## config.mk

```make
export PLATFORM = sky130hd
export DESIGN_NAME = size_keyed_region_recycle_cache_flat
export DESIGN_NICKNAME = d
export VERILOG_FILES = /design/src/hw/rtl/skrc_pkg.sv /design/src/hw/rtl/skrc_req_if.sv /design/src/hw/rtl/skrc_res_if.sv /design/src/hw/rtl/skrc_ram.sv /design/src/hw/rtl/skrc_ctrl.sv /design/src/hw/rtl/size_keyed_region_recycle_cache.sv /design/src/flat_wrapper.sv
export SDC_FILE = /design/constraint.sdc
export NUM_CORES = 1
export LEC_CHECK = 0
export BUFFER_PORTS_ARGS = -buffer_cell sky130_fd_sc_hd__clkbuf_2
export CORE_MARGIN = 3
export CORE_UTILIZATION = 49
export DETAILED_ROUTE_END_ITERATION = 6
export PLACE_DENSITY_LB_ADDON = 0.2
export SETUP_SLACK_MARGIN = 0.05
export SYNTH_ARGS = -nofsm -noshare
export SYNTH_HDL_FRONTEND = slang
export SYNTH_SLANG_ARGS = --single-unit
```

## constraint.sdc

```tcl
create_clock -name clk -period 9 [get_ports clk]
set_input_delay 1.8 -clock clk [delete_from_list [all_inputs] [get_ports clk]]
set_output_delay 1.8 -clock clk [all_outputs]
set_load 0.02 [all_outputs]
```

## src/hw/rtl/skrc_pkg.sv

```systemverilog
// shared types and constants for the size keyed region recycle cache
// no dependencies; imported by the interfaces and every module but skrc_ram
`timescale 1ns / 1ps

package skrc_pkg;

	localparam int REGION_W    = 48;
	localparam int SIZE_W      = 48;
	localparam int OP_W        = 2;
	localparam int COUNT_OUT_W = 4;

	localparam logic [OP_W-1:0] OP_TAKE  = 2'd0;
	localparam logic [OP_W-1:0] OP_PUT   = 2'd1;
	localparam logic [OP_W-1:0] OP_DRAIN = 2'd2;

	typedef struct packed {
		logic [REGION_W-1:0] region;
		logic [SIZE_W-1:0]   size;
	} entry_t;

	typedef struct packed {
		logic                   found;
		logic [REGION_W-1:0]    region;
		logic [SIZE_W-1:0]      size;
		logic                   last;
		logic [COUNT_OUT_W-1:0] count;
	} res_t;

	typedef enum logic [2:0] {
		ST_IDLE,
		ST_SCAN,
		ST_MOVE_RD,
		ST_MOVE_WR,
		ST_SHIFT,
		ST_PUT_WR,
		ST_DRAIN,
		ST_RESULT
	} state_t;

endpackage

```

## src/hw/rtl/skrc_req_if.sv

```systemverilog
// request channel: valid/ready handshake with op, region and size
// depends on skrc_pkg
`timescale 1ns / 1ps

interface skrc_req_if;
	import skrc_pkg::*;

	logic                valid;
	logic                ready;
	logic [OP_W-1:0]     op;
	logic [REGION_W-1:0] req_region;
	logic [SIZE_W-1:0]   req_size;

	modport source (output valid, op, req_region, req_size, input ready);
	modport sink   (input valid, op, req_region, req_size, output ready);
endinterface

```

## src/hw/rtl/skrc_res_if.sv

```systemverilog
// result channel: valid/ready handshake with the result fields
// depends on skrc_pkg
`timescale 1ns / 1ps

interface skrc_res_if;
	import skrc_pkg::*;

	logic                   valid;
	logic                   ready;
	logic                   found;
	logic [REGION_W-1:0]    out_region;
	logic [SIZE_W-1:0]      out_size;
	logic                   last;
	logic [COUNT_OUT_W-1:0] count_after;

	modport source (output valid, found, out_region, out_size, last, count_after,
		input ready);
	modport sink   (input valid, found, out_region, out_size, last, count_after,
		output ready);
endinterface

```

## src/hw/rtl/skrc_ram.sv

```systemverilog
// generic simple dual port ram: one write port, one read port, registered read
// no dependencies
`timescale 1ns / 1ps

module skrc_ram #(
	parameter int WIDTH = 96,
	parameter int DEPTH = 8,
	localparam int AW = (DEPTH > 1) ? $clog2(DEPTH) : 1
) (
	input  logic             clk,
	input  logic             wr_en,
	input  logic [AW-1:0]    wr_addr,
	input  logic [WIDTH-1:0] wr_data,
	input  logic             rd_en,
	input  logic [AW-1:0]    rd_addr,
	output logic [WIDTH-1:0] rd_data
);
	logic [WIDTH-1:0] mem_q [DEPTH];
	logic [WIDTH-1:0] rd_data_q;

	always_ff @(posedge clk) begin
		if (wr_en) begin
			mem_q[wr_addr] <= wr_data;
		end
		if (rd_en) begin
			rd_data_q <= mem_q[rd_addr];
		end
	end

	assign rd_data = rd_data_q;
endmodule

```

## src/hw/rtl/skrc_ctrl.sv

```systemverilog
// sequencer for take, put and drain: reads, modifies and writes the entry ram
// depends on skrc_pkg and skrc_req_if
`timescale 1ns / 1ps

module skrc_ctrl #(
	parameter int CAPACITY = 8,
	parameter int AW = 3
) (
	input  logic             clk,
	input  logic             arst_n,
	skrc_req_if.sink         req,
	input  logic             load_ok,
	output logic             res_load,
	output skrc_pkg::res_t   res,
	output logic             rd_en,
	output logic [AW-1:0]    rd_addr,
	input  skrc_pkg::entry_t rd_data,
	output logic             wr_en,
	output logic [AW-1:0]    wr_addr,
	output skrc_pkg::entry_t wr_data
);
	import skrc_pkg::*;

	localparam int CW = $clog2(CAPACITY + 1);

	state_t              state_q, state_d;
	logic [CW-1:0]       count_q;
	logic [CW-1:0]       iss_q;
	logic                rd_valid_s1;
	logic [AW-1:0]       rd_idx_s1;
	logic [AW-1:0]       hole_q;
	entry_t              ent_q;
	logic                rfound_q;
	logic [REGION_W-1:0] rregion_q;
	logic [SIZE_W-1:0]   rsize_q;

	logic          full;
	logic [CW-1:0] last_idx;
	logic          hit;
	logic          rd_last;
	logic          drain_last;

	function automatic logic [COUNT_OUT_W-1:0] cnt4(input logic [CW-1:0] c);
		logic [CW+COUNT_OUT_W-1:0] e;
		e = {{COUNT_OUT_W{1'b0}}, c};
		return e[COUNT_OUT_W-1:0];
	endfunction

	assign full       = (count_q == CW'(CAPACITY));
	assign last_idx   = CW'(count_q - 1'b1);
	assign hit        = rd_valid_s1 && (rd_data.size == ent_q.size);
	assign rd_last    = rd_valid_s1 && (CW'(rd_idx_s1) == last_idx);
	assign drain_last = (iss_q == last_idx);

	// next state
	always_comb begin
		state_d = state_q;
		case (state_q)
			ST_IDLE: begin
				if (req.valid) begin
					case (req.op)
						OP_TAKE:  state_d = (count_q == '0) ? ST_RESULT : ST_SCAN;
						OP_PUT:   state_d = full ? ST_SHIFT : ST_RESULT;
						OP_DRAIN: state_d = (count_q == '0) ? ST_RESULT : ST_DRAIN;
						default:  state_d = ST_RESULT;
					endcase
				end
			end
			ST_SCAN: begin
				if (hit) begin
					state_d = (CW'(rd_idx_s1) < last_idx) ? ST_MOVE_RD : ST_RESULT;
				end else if (rd_last) begin
					state_d = ST_RESULT;
				end
			end
			ST_MOVE_RD: state_d = ST_MOVE_WR;
			ST_MOVE_WR: state_d = ST_RESULT;
			ST_SHIFT: begin
				if (rd_last) begin
					state_d = ST_PUT_WR;
				end
			end
			ST_PUT_WR: state_d = ST_RESULT;
			ST_DRAIN: begin
				if (load_ok && drain_last) begin
					state_d = ST_IDLE;
				end
			end
			ST_RESULT: begin
				if (load_ok) begin
					state_d = ST_IDLE;
				end
			end
			default: state_d = ST_IDLE;
		endcase
	end

	// outputs
	always_comb begin
		req.ready = 1'b0;
		rd_en     = 1'b0;
		rd_addr   = '0;
		wr_en     = 1'b0;
		wr_addr   = '0;
		wr_data   = ent_q;
		res_load  = 1'b0;
		res       = '0;
		case (state_q)
			ST_IDLE: begin
				req.ready = 1'b1;
				wr_data   = '{region: req.req_region, size: req.req_size};
				wr_addr   = AW'(count_q);
				if (req.valid && (req.op == OP_PUT) && !full) begin
					wr_en = 1'b1;
				end
				if (req.valid && (req.op == OP_DRAIN) && (count_q != '0)) begin
					rd_en = 1'b1;
				end
			end
			ST_SCAN: begin
				rd_en   = (iss_q < count_q) && !hit;
				rd_addr = AW'(iss_q);
			end
			ST_MOVE_RD: begin
				// count already dropped: this is the old last entry
				rd_en   = 1'b1;
				rd_addr = AW'(count_q);
			end
			ST_MOVE_WR: begin
				wr_en   = 1'b1;
				wr_addr = hole_q;
				wr_data = rd_data;
			end
			ST_SHIFT: begin
				rd_en   = (iss_q < count_q);
				rd_addr = AW'(iss_q);
				wr_data = rd_data;
				wr_addr = AW'(rd_idx_s1 - 1'b1);
				wr_en   = rd_valid_s1 && (rd_idx_s1 != '0);
			end
			ST_PUT_WR: begin
				wr_en   = 1'b1;
				wr_addr = AW'(last_idx);
			end
			ST_DRAIN: begin
				res_load   = load_ok;
				res.found  = 1'b1;
				res.region = rd_data.region;
				res.size   = rd_data.size;
				res.last   = drain_last;
				res.count  = '0;
				rd_en      = load_ok && !drain_last;
				rd_addr    = AW'(iss_q + 1'b1);
			end
			ST_RESULT: begin
				res_load   = load_ok;
				res.found  = rfound_q;
				res.region = rregion_q;
				res.size   = rsize_q;
				res.last   = 1'b1;
				res.count  = cnt4(count_q);
			end
			default: ;
		endcase
	end

	always_ff @(posedge clk or negedge arst_n) begin
		if (!arst_n) begin
			state_q     <= ST_IDLE;
			count_q     <= '0;
			rd_valid_s1 <= 1'b0;
		end else begin
			state_q     <= state_d;
			rd_valid_s1 <= rd_en;
			case (state_q)
				ST_IDLE: begin
					if (req.valid && (req.op == OP_PUT) && !full) begin
						count_q <= CW'(count_q + 1'b1);
					end
				end
				ST_SCAN: begin
					if (hit) begin
						count_q <= last_idx;
					end
				end
				ST_DRAIN: begin
					if (load_ok && drain_last) begin
						count_q <= '0;
					end
				end
				default: ;
			endcase
		end
	end

	always_ff @(posedge clk) begin
		rd_idx_s1 <= rd_addr;
		case (state_q)
			ST_IDLE: begin
				if (req.valid) begin
					ent_q     <= '{region: req.req_region, size: req.req_size};
					iss_q     <= '0;
					rfound_q  <= 1'b0;
					rregion_q <= '0;
					rsize_q   <= '0;
				end
			end
			ST_SCAN: begin
				if (rd_en) begin
					iss_q <= CW'(iss_q + 1'b1);
				end
				if (hit) begin
					rfound_q  <= 1'b1;
					rregion_q <= rd_data.region;
					hole_q    <= rd_idx_s1;
				end
			end
			ST_SHIFT: begin
				if (rd_en) begin
					iss_q <= CW'(iss_q + 1'b1);
				end
				// slot 0 leaves the store as the evicted entry
				if (rd_valid_s1 && (rd_idx_s1 == '0)) begin
					rfound_q  <= 1'b1;
					rregion_q <= rd_data.region;
					rsize_q   <= rd_data.size;
				end
			end
			ST_DRAIN: begin
				if (load_ok && !drain_last) begin
					iss_q <= CW'(iss_q + 1'b1);
				end
			end
			default: ;
		endcase
	end
endmodule

```

## src/hw/rtl/size_keyed_region_recycle_cache.sv

```systemverilog
// take scans one entry per cycle and refills a hole with the last live entry;
// put writes the new entry, or when full shifts the store down through the single ram read port;
// drain gives one result per cycle while the result sink keeps up; one item in work at a time, the next
// is taken while the last result waits in the output register
// reset clears the control state and live count; the entry ram is not cleared
// depends on skrc_pkg, skrc_req_if, skrc_res_if, skrc_ram, skrc_ctrl
`timescale 1ns / 1ps

module size_keyed_region_recycle_cache #(
	parameter int CAPACITY = 8
) (
	input  logic       clk,
	input  logic       arst_n,
	skrc_req_if.sink   req,
	skrc_res_if.source res
);
	import skrc_pkg::*;

	localparam int AW = (CAPACITY > 1) ? $clog2(CAPACITY) : 1;

	logic          rd_en, wr_en;
	logic [AW-1:0] rd_addr, wr_addr;
	entry_t        rd_data, wr_data;
	logic          load_ok, res_load;
	res_t          res_d;
	logic          ov_q;
	res_t          od_q;

	assign load_ok = !ov_q || res.ready;

	skrc_ram #(
		.WIDTH ($bits(entry_t)),
		.DEPTH (CAPACITY)
	) u_ram (
		.clk     (clk),
		.wr_en   (wr_en),
		.wr_addr (wr_addr),
		.wr_data (wr_data),
		.rd_en   (rd_en),
		.rd_addr (rd_addr),
		.rd_data (rd_data)
	);

	skrc_ctrl #(
		.CAPACITY (CAPACITY),
		.AW       (AW)
	) u_ctrl (
		.clk      (clk),
		.arst_n   (arst_n),
		.req      (req),
		.load_ok  (load_ok),
		.res_load (res_load),
		.res      (res_d),
		.rd_en    (rd_en),
		.rd_addr  (rd_addr),
		.rd_data  (rd_data),
		.wr_en    (wr_en),
		.wr_addr  (wr_addr),
		.wr_data  (wr_data)
	);

	// output register parts the sequencer from the result sink
	always_ff @(posedge clk or negedge arst_n) begin
		if (!arst_n) begin
			ov_q <= 1'b0;
		end else if (res_load) begin
			ov_q <= 1'b1;
		end else if (res.ready) begin
			ov_q <= 1'b0;
		end
	end

	always_ff @(posedge clk) begin
		if (res_load) begin
			od_q <= res_d;
		end
	end

	assign res.valid       = ov_q;
	assign res.found       = od_q.found;
	assign res.out_region  = od_q.region;
	assign res.out_size    = od_q.size;
	assign res.last        = od_q.last;
	assign res.count_after = od_q.count;

	a_load_has_room: assert property (@(posedge clk) disable iff (!arst_n)
		res_load |-> (!ov_q || res.ready))
		else $error("result loaded into a full output register");

	a_no_accept_while_loading: assert property (@(posedge clk) disable iff (!arst_n)
		req.ready |-> !res_load)
		else $error("request taken while a result is being produced");

	a_no_ram_collision: assert property (@(posedge clk) disable iff (!arst_n)
		(rd_en && wr_en) |-> (rd_addr != wr_addr))
		else $error("ram read and write at the same entry");

	a_count_bound: assert property (@(posedge clk) disable iff (!arst_n)
		ov_q |-> ((CAPACITY > 15) || (od_q.count <= COUNT_OUT_W'(CAPACITY))))
		else $error("count after exceeds capacity");
endmodule

```

## src/flat_wrapper.sv

```systemverilog
// flat-port wrapper written by rule: the top's interface ports become plain ports
module size_keyed_region_recycle_cache_flat import skrc_pkg::*;
#(
	parameter int CAPACITY = 8
)
  (clk, arst_n, req_valid, req_op, req_req_region, req_req_size, req_ready, res_valid, res_found, res_out_region, res_out_size, res_last, res_count_after, res_ready);
  skrc_req_if req_i ();
  skrc_res_if res_i ();
  input  logic clk;
  input  logic arst_n;
  input wire logic [$bits(req_i.valid)-1:0] req_valid;
  input wire logic [$bits(req_i.op)-1:0] req_op;
  input wire logic [$bits(req_i.req_region)-1:0] req_req_region;
  input wire logic [$bits(req_i.req_size)-1:0] req_req_size;
  output wire logic [$bits(req_i.ready)-1:0] req_ready;
  output wire logic [$bits(res_i.valid)-1:0] res_valid;
  output wire logic [$bits(res_i.found)-1:0] res_found;
  output wire logic [$bits(res_i.out_region)-1:0] res_out_region;
  output wire logic [$bits(res_i.out_size)-1:0] res_out_size;
  output wire logic [$bits(res_i.last)-1:0] res_last;
  output wire logic [$bits(res_i.count_after)-1:0] res_count_after;
  input wire logic [$bits(res_i.ready)-1:0] res_ready;
  assign req_i.valid = req_valid;
  assign req_i.op = req_op;
  assign req_i.req_region = req_req_region;
  assign req_i.req_size = req_req_size;
  assign req_ready = req_i.ready;
  assign res_valid = res_i.valid;
  assign res_found = res_i.found;
  assign res_out_region = res_i.out_region;
  assign res_out_size = res_i.out_size;
  assign res_last = res_i.last;
  assign res_count_after = res_i.count_after;
  assign res_i.ready = res_ready;
  size_keyed_region_recycle_cache #(.CAPACITY(CAPACITY)) u_core (.clk(clk), .arst_n(arst_n), .req(req_i), .res(res_i));
endmodule
```

After elaboration in Yosys (flattened, before gate mapping):

Memories as Yosys holds them, arrays and structs flattened. A register that Yosys moved wholly into a read port is not among the register bits.
Index checks and enable logic that the tools add are counted.

* register bits: 314
* bits in latches: 0
* memory bits (writable): 768
* ROM bits: 0
* input port bits: 102
* output and inout bits: 104
* logic and storage cells: 129
* memories: 1

Memory list
* u_core.u_ram.mem_q: words 8, bits a word 96, read ports 1, clocked after memory_dff 1, write ports 1, RTL line skrc_ram.sv:18 `logic [WIDTH-1:0] mem_q [DEPTH];`

* add/subtract/negate cells: 4
* multiply operators: 0
* div/mod/pow operators: 0
* $lt $le $gt $ge: 2
* equal/unequal tests: 23
* shifts and indexed selects: 0
* muxes and demuxes: 44
* bitwise gates (word level): 0
* reductions and logical operators: 38

Operator list (count)
* $pmux 102 s2: 1
* $mux 48: 4
* $pmux 96 s2: 1
* $pmux 48 s3: 1
* $pmux 48 s2: 1
* $eq 48x48->1: 1
* $mux 3: 8
* $mux 4: 6
* $pmux 4 s3: 2
* $pmux 3 s7: 1
* $pmux 3 s3: 2
* $ne 2x2->1 const B: 8
* $eq 3x3->1 const B: 4
* $mux 1: 12
* $pmux 3 s4: 1
* $reduce_and 4->1: 3
* $reduce_bool 3->1: 4
* $logic_and 1x1->1: 11
* $add 4x1->4 const B: 2
* $reduce_or 2->1: 4
* $eq 3x2->1 const B: 2
* $logic_not 3->1: 2
* $pmux 1 s3: 2
* $pmux 1 s5: 1
* 22 further kinds: 27

Longest topological paths before layout:

Gate-level depths: netlist (run 1).

* word-level depth: 7
* mapped depth: 12

Modules after synthesis:

From an unflattened synthesis (run 1), not the netlist that was laid out.

* cells, all modules: 2352
* area, all modules: 46118.0 sq um

By module, submodules not included
* skrc_ram: times used 1, cells an instance 1219, area each 31766.7 sq um, seq. area each 25944.9 sq um
* skrc_ctrl: times used 1, cells an instance 1028, area each 11240.8 sq um, seq. area each 6266.0 sq um
* size_keyed_region_recycle_cache: times used 1, cells an instance 105, area each 3110.5 sq um, seq. area each 3088.0 sq um

Least setup slack after synthesis (run 1):

Ideal clock, no wire load.

* path kind: input -> register
* start: input req_op[1]
* end: memory u_core.u_ram.mem_q[4][0], enable pin
* library setup time: 551 ps
* arrival: 6482 ps
* slack: 1967 ps
* stages on the path: 7
* path buffers: 0
* path through: inv_1 -> ha_1 -> o21ai_0 -> nor2_1 -> or3_1 -> nand2b_1 -> nor2_1

* cells in the longest elaborated chain, start to end: 7

Ends and longest elaborated chain
* start: declaration: RTL line flat_wrapper.sv:12 `input wire logic [$bits(req_i.op)-1:0] req_op;`
* $eq 2x1->1: RTL line skrc_ctrl.sv:113 `if (req.valid && (req.op == OP_PUT) && !full) begin`
* $logic_and 1x1->1 (2 in a row): RTL line skrc_ctrl.sv:113
* $mux 1: RTL line skrc_ctrl.sv:113
* $pmux 1 s3: RTL line skrc_ctrl.sv:108 `case (state_q)`
* $mux 1: RTL line skrc_ram.sv:22 `if (wr_en) begin`
* $mux 1 (not written as such): RTL line skrc_ram.sv:23 `mem_q[wr_addr] <= wr_data;`
* end: declaration: RTL line skrc_ram.sv:18

No other way between the ends.

Worst setup path in the final report (run 1):

* start: register u_core.u_ctrl.state_q[0]
* end: register u_core.u_ram.rd_data_q[66] (netlist: u_core.u_ram.rd_data[66]), read port of u_core.u_ram.mem_q (data pin)

* cells in the longest elaborated chain, start to end: 3

Ends and longest elaborated chain
* start: declaration: RTL line skrc_ctrl.sv:26 `state_t state_q, state_d;`
* start signal: assignment: RTL line skrc_ctrl.sv:173 `state_q <= state_d;`
* $eq 3x3->1 or $eq 3x1->1 (tied branches): RTL line skrc_ctrl.sv:108
* $reduce_or 2->1 (no line)
* $pmux 3 s3: RTL line skrc_ctrl.sv:108
* end: declaration: RTL line skrc_ram.sv:19 `logic [WIDTH-1:0] rd_data_q;`

Parallel ways exist; a longest one is shown, timed or not.
A chain may end at the register's enable or synchronous reset.

==> results_dict.tcl, run 1 <==
set metrics [dict create \
    antenna_found_initial 4 \
    cp_max_fo 89 \
    min_path_type "reg2reg" \
    final_cells 4537 \
    fill_cells 7383 \
    synth_warnings 0 \
    fin_area_um2 53100 \
    maxSlewHeadroom_pct 22.1 \
    dp_cells 4313 \
    ys_seq_area_share_pct 75.0 \
    rows 113 \
    place_ws_ns 3.79 \
    crit_arrival_ns 5.37 \
    syn-num-nets 3100 \
    worst_path_max_delay_cell "dfrtp_4" \
    cts_tree "done" \
    finalNetCount 3286 \
    final_antenna_net_count 0 \
    cts_max_level 3 \
    fmax_mhz 202 \
    synthDistinctLibCells 60 \
    post-cts-setup-buffer-count 0 \
    drv_cap 0 \
    synthCells 2982 \
    postCtsHoldBufs 0 \
    worstPathCellList "buf_4 -> and4bb_1 -> a31oi_1 -> o21a_4 -> inv_8 -> buf_4 -> mux2_2 -> nand2_1 -> a21oi_1" \
    die-area_um2 99800 \
    hold_viol 0 \
    slowest_delay_ns 0.90 \
    synth-edff-count 1166 \
    grt_usage_pct 23.4 \
    clock_skew_ns 0.0263 \
    fp.dieH_um 316 \
    cts_root_buffer "clkbuf_16" \
    postPlaceCellArea_um2 49300 \
    synth_top_flop_cell "edfxtp_1" \
    min_period_ns 4.95 \
    syn2layout_area_growth_pct 12.8 \
    clock_latency_ns 0.70 \
    grt_setup_unrepaired "no" \
    worst_slew_pin_slew_ns 1.17 \
    ys_ff_latch 1178 \
    drive_above_1_share_pct 18.1 \
    cts_buffers 118 \
    r2r_cells 9 \
    use_met3_pct 4.31 \
    most-common-layout-cells "edfxtp_1, nand2_1, clkbuf_2" \
    io_buffers 205 \
    start_util_pct 49.5 \
    grt_first_pass_wirelength_mm 174 \
    cpMostUsedCell "buf_4" \
    power_density_nw_per_um2 412 \
    top_usage_layer "met2" \
    pin_count 206 \
    end_kind "flop" \
    drt_iter0_drc 2651 \
    required_ns 9.42 \
    hpwl_mm 65.6 \
    firstDrtPassIters 6 \
    cts_sinks 1178 \
    crit_path_start_kind "flop" \
    syn_area_per_cell_um2 15.8 \
    avgViaCountPerCell 5.92 \
    vias 26846 \
    slew_viol_final 0 \
    grt-ovfl-total 0 \
    layout_worst_path_cycle_share_pct 55.0 \
    grt_use_met2_pct 37.5 \
    worst_slack_ns 4.05 \
    core_area_um2 95200 \
    post_drt_wl_per_cell_um 25.9 \
    async_flop_share_pct 0.764 \
    status "finished clean" \
    fin_setup_tns_ns 0 \
    grt_max_degree 132 \
    drc 0 \
    netlist_area_um2 47100 \
    path_clk_slew_ns 0.07 \
    critical_path_class "reg2reg" \
    final_common_cell "edfxtp_1" \
    leakagePower_nw 18.4 \
    holdPathStages 0 \
    peakVddDrop_mv 0.337 \
    clock_path_buffers 3 \
    grt_pass1_vias 26885 \
    post_cts_resized 0 \
    finalSetupViolCount 0 \
    die_w_um 316 \
    gp_congestion 0.857 \
    grtUsageMet1_pct 32.9 \
    drt_wl_total_mm 118 \
]
==> Yosys cell counts, drive strengths merged (14+ instances only) <==
cell,instances,area [um2]
nand4,14,87.6
buf,86,507
xnor2,53,464
a21oi,110,551
clkbuf,100,375
nand2,501,1880
mux2,98,1100
nor2,128,493
and2,50,313
edfxtp,1166,35000
a221oi,97,1100
a22oi,98,736
inv,19,71.3
ha,16,200
and3,51,319
mux2i,196,1960
a32o,96,961
==> flip-flops by register name, summed over array words and instances, names as in the netlist, 3 cells and up <==
name / flops
u_core.u_ctrl.rsize_q: 48
u_core.u_ctrl.iss_q: 4
u_core.u_ctrl.rd_idx_s1: 3
u_core.u_ram.mem_q: 768
u_core.res.count_after: 4
u_core.u_ctrl.hole_q: 3
u_core.res.out_region: 48
u_core.u_ctrl.ent_q: 96
u_core.u_ctrl.rregion_q: 48
u_core.u_ram.rd_data: 96
u_core.u_ctrl.count_q: 4
u_core.u_ctrl.state_q: 3
u_core.res.out_size: 48
==> path summary, 6_finish.rpt <==
check / slack, ns / end / startpoint
max in group asynchronous: 7.78 / u_core.u_ctrl.state_q[0] / arst_n
setup reg to reg: 4.05 / u_core.u_ram.rd_data[66] / u_core.u_ctrl.state_q[0]
setup / recovery: 4.05 / u_core.u_ram.rd_data[66] / u_core.u_ctrl.state_q[0]
hold reg to reg: 0.48 / u_core.u_ctrl.hole_q[0] / u_core.u_ctrl.rd_idx_s1[0]
hold / removal: 0.48 / u_core.u_ctrl.hole_q[0] / u_core.u_ctrl.rd_idx_s1[0]
min in group asynchronous: 0.97 / u_core.u_ctrl.count_q[0] / arst_n
==> metrics by stage <==
step	utilization (%)	power, W	hold slack, ns
2_1_floorplan	-	0.0145	0.425
3_3_place_gp	51.8	0.0170	0.464
3_5_place_dp	51.8	0.0172	0.466
4_1_cts	55.8	0.0220	0.472
5_1_grt	55.8	0.0229	0.496
6_report	55.8	0.0219	0.483
==> area by class of cell <==
cell class	count	area, um2	share of cell area (%)
diodes	2	5.00	0.00943
clock buffers	140	3040	5.72
clock inverters	82	696	1.31
inverters	19	81.3	0.153
multi-input cells	1599	11000	20.7
flip-flops and latches	1178	35300	66.5
well taps	1265	1580	2.98
repair buffers	252	1390	2.62
==> critical path: cells and delay by family, from the launching register on <==
| family | cells | cell delay (ns) |
|---|---|---|
| mux | 1 | 0.42 |
| compound gates | 3 | 0.47 |
| simple gates | 2 | 0.36 |
| buf+inv | 3 | 2.26 |
| flops | 1 | 0.90 |
==> power by group <==
group | internal [W] | switching [W] | total, W
logic | 0.00223 | 0.00546 | 0.00769
clock network | 0.00269 | 0.00205 | 0.00474
registers | 0.00874 | 0.000704 | 0.00945
==> per-layer routing <==
metal  wire length, um  part of all wire [%]  vias up
met5                 0                     0        -
met2             56200                    48     1070
met1             50000                    42    13778
met4              2830                   2.4        0
met3              8730                   7.4      152
li1                  -                     -    11846
==> cells by family after synthesis <==
family,synth area share (%)
compound gates,7.83
xor+xnor,1.06
fa+ha+maj,0.425
buf+inv,2.03
flops,75.0
mux,6.51
simple gates,7.14
Power figures use the tool's default switching activity.
==> run 2, diff against run 1 <==
--- a/config.mk
+++ b/config.mk
@@ -5,6 +5,7 @@
 export SDC_FILE = /design/constraint.sdc
 export NUM_CORES = 1
 export LEC_CHECK = 0
+export ABC_AREA = 1
 export BUFFER_PORTS_ARGS = -buffer_cell sky130_fd_sc_hd__clkbuf_2
 export CORE_MARGIN = 3
 export CORE_UTILIZATION = 49
==> constraint.sdc (replaced) <==
create_clock -name clk -period 4.1 [get_ports clk]
set_input_delay 0.82 -clock clk [delete_from_list [all_inputs] [get_ports clk]]
set_output_delay 0.82 -clock clk [all_outputs]
set_load 0.02 [all_outputs]
==> results_dict.tcl, run 2 <==
set metrics [dict create \
    netlist_area_um2 47600 \
    async_flop_share_pct 0.764 \
    fin_hold_ws_ns 0.339 \
    ys_ff_latch 1178 \
    syn-num-nets 4040 \
    gp_congestion 0.845 \
    firstDrtPassIters 7 \
    rrSetupSlack_ns 0.84 \
    drt_wl_total_mm 117 \
    r2r_cells 8 \
    cp-endpoint "req_ready" \
    comb_power_share_pct 39.2 \
    finalNetCount 4204 \
    post-cts-setup-buffer-count 0 \
    final_antenna_net_count 0 \
    cp_max_fo 64 \
    antenna_found_initial 3 \
    grt_pass1_vias 28651 \
    rows 113 \
    drc 0 \
    syn2layout_area_growth_pct 13.1 \
    largest_reg_flops 768 \
    final_common_cell "edfxtp_1" \
    crit_path_start_kind "flop" \
    drt_iter0_drc 3050 \
    cts_root_buffer "clkbuf_16" \
    min_period_ns 3.69 \
    worst_slew_pin_slew_ns 1.20 \
    fin_area_um2 53800 \
    drive_above_1_share_pct 10.5 \
    synth.top_cell.area_share_pct 73.5 \
    ys_seq_area_share_pct 74.1 \
    maxSlewHeadroom_pct 19.9 \
    power_density_nw_per_um2 933 \
    postPlaceCellArea_um2 50300 \
    post_drt_wl_per_cell_um 21.5 \
    finalCoreUtilization_pct 56.3 \
    crit_arrival_ns 2.87 \
    vias 29850 \
    peakVddDrop_mv 1.48 \
    synthDistinctLibCells 38 \
    fill_cells 7747 \
    drv_cap 0 \
    post_cts_resized 0 \
    grt-ovfl-total 0 \
    status "finished clean" \
    grt_usage_pct 22.8 \
    core_area_um2 95700 \
    synth_warnings 0 \
    most-common-layout-cells "edfxtp_1, nor2_1, nand2_1" \
    switching_share_pct 39.5 \
    io_buffers 205 \
    top_register "u_core.u_ram.mem_q" \
    fin_setup_tns_ns 0 \
    pwr-share-seq_pct 40.8 \
    synth_area_leader_cell "edfxtp_1" \
    synth_most_common_cell "edfxtp_1" \
    avgViaCountPerCell 5.48 \
    synth_top_flop_cell "edfxtp_1" \
    pin_count 206 \
    power_w 0.0502 \
    synthCells 3922 \
    postCtsHoldBufs 1 \
    hpwl_mm 64.3 \
    clock_path_buffers 3 \
    hold_path.startpoint "req_req_region[13]" \
    diodes 0 \
    pwr-share-clk_pct 20.0 \
    grt_max_degree 189 \
    synth.area.top_cells "edfxtp_1, nor2_1, o21ai_0" \
    die-area_um2 101000 \
    die_w_um 318 \
    end_kind "output port" \
    intPower_w 0.0304 \
    cts_buffers 116 \
    critical_path_class "reg2out" \
    grt_setup_unrepaired "no" \
    slowest_delay_ns 0.51 \
    finalSetupViolCount 0 \
    grt_first_pass_wirelength_mm 176 \
    start_util_pct 49.7 \
    r2r_end "u_core.u_ram.mem_q[6][42]" \
    worstPathCellList "nor2_1 -> nand2_2 -> inv_4 -> buf_12 -> clkbuf_2" \
    clock_latency_ns 0.68 \
    fp.dieH_um 318 \
    required_ns 3.28 \
    slew_viol_final 0 \
    min_path_type "in2reg" \
    fmax_mhz 271 \
    syn_area_per_cell_um2 12.1 \
    layout_worst_path_cycle_share_pct 90.1 \
    hold_viol 0 \
    worst_path_max_delay_cell "dfrtp_1" \
    p_switching_w 0.0198 \
    cts_sinks 1178 \
    clock_skew_ns 0.0280 \
    synth_commonest_cells "edfxtp_1, nor2_1, nand2_1" \
    cts_tree "done" \
    reg2reg_from "u_core.u_ctrl.state_q[1]" \
    leakagePower_nw 19.6 \
    cts_max_level 3 \
    critical_path.startpoint "u_core.u_ctrl.state_q[1]" \
    synth-edff-count 1166 \
    path_clk_slew_ns 0.06 \
]
==> run 2: cells by family (layout without fill, tap and decap cells) <==
kind of cell	Yosys count	count (layout)	synth area share, %
compound gates	908	908	10.7
xor+xnor	13	13	0.239
fa+ha+maj	16	16	0.420
buf+inv	576	832	4.74
flops	1178	1178	74.1
simple gates	1231	1231	9.81
==> run 2: stage by stage <==
step / std cells / setup slack (ns)
detailed placement: 5232 / 0.836
finish: 5443 / 0.406
floorplan: 3922 / -0.665
global route: 5443 / 0.281
CTS: 5443 / 0.399
global placement: 5232 / 0.947
==> run 2: power groups by stage <==
stage	registers, W	clock network [W]	logic (W)
floorplan	0.0209	0	0.0126
global placement	0.0206	0	0.0193
detailed placement	0.0207	0	0.0197
CTS	0.0205	0.0102	0.0198
global route	0.0208	0.0107	0.0220
finish	0.0205	0.0101	0.0197
==> run 2: worst min path at each step <==
stage / end / slack [ns] / cells after the start
final: u_core.u_ctrl.ent_q[61] / 0.34 / 1
after global routing: u_core.u_ctrl.ent_q[20] / 0.31 / 1
after CTS: u_core.u_ctrl.ent_q[20] / 0.28 / 1
after detailed placement: u_core.u_ctrl.hole_q[0] / 0.45 / 0
after global placement: u_core.u_ctrl.hole_q[1] / 0.45 / 0
after floorplan: u_core.u_ctrl.hole_q[0] / 0.43 / 0
==> run 2: final cells by class <==
class,instances,area [um2],area share (%)
clock buffer,147,3110,5.78
tap,1265,1580,2.94
inverter,366,1400,2.59
multi-input combinational,2168,10200,19.0
timing repair buffer,256,1770,3.29
sequential,1178,35300,65.6
clock inverter,63,440,0.818
==> run 2: critical path, delay by kind of cell, from the launching register on <==
family / cells / cell delay [ns]
buffers and inverters: 3 / 1.16
DFF: 1 / 0.51
and+or+nand+nor: 2 / 0.45
==> run 2: metal layers <==
layer  wire length, um  vias up  part of all wire, %  global-route usage, %
met4              3110        0                  2.7                   7.07
li1                  -    14030                    -                      -
met5                 0        -                    0                      0
met2             54600     1047                   47                   36.2
met1             51400    14602                   44                   32.9
met3              7970      171                  6.8                   3.07
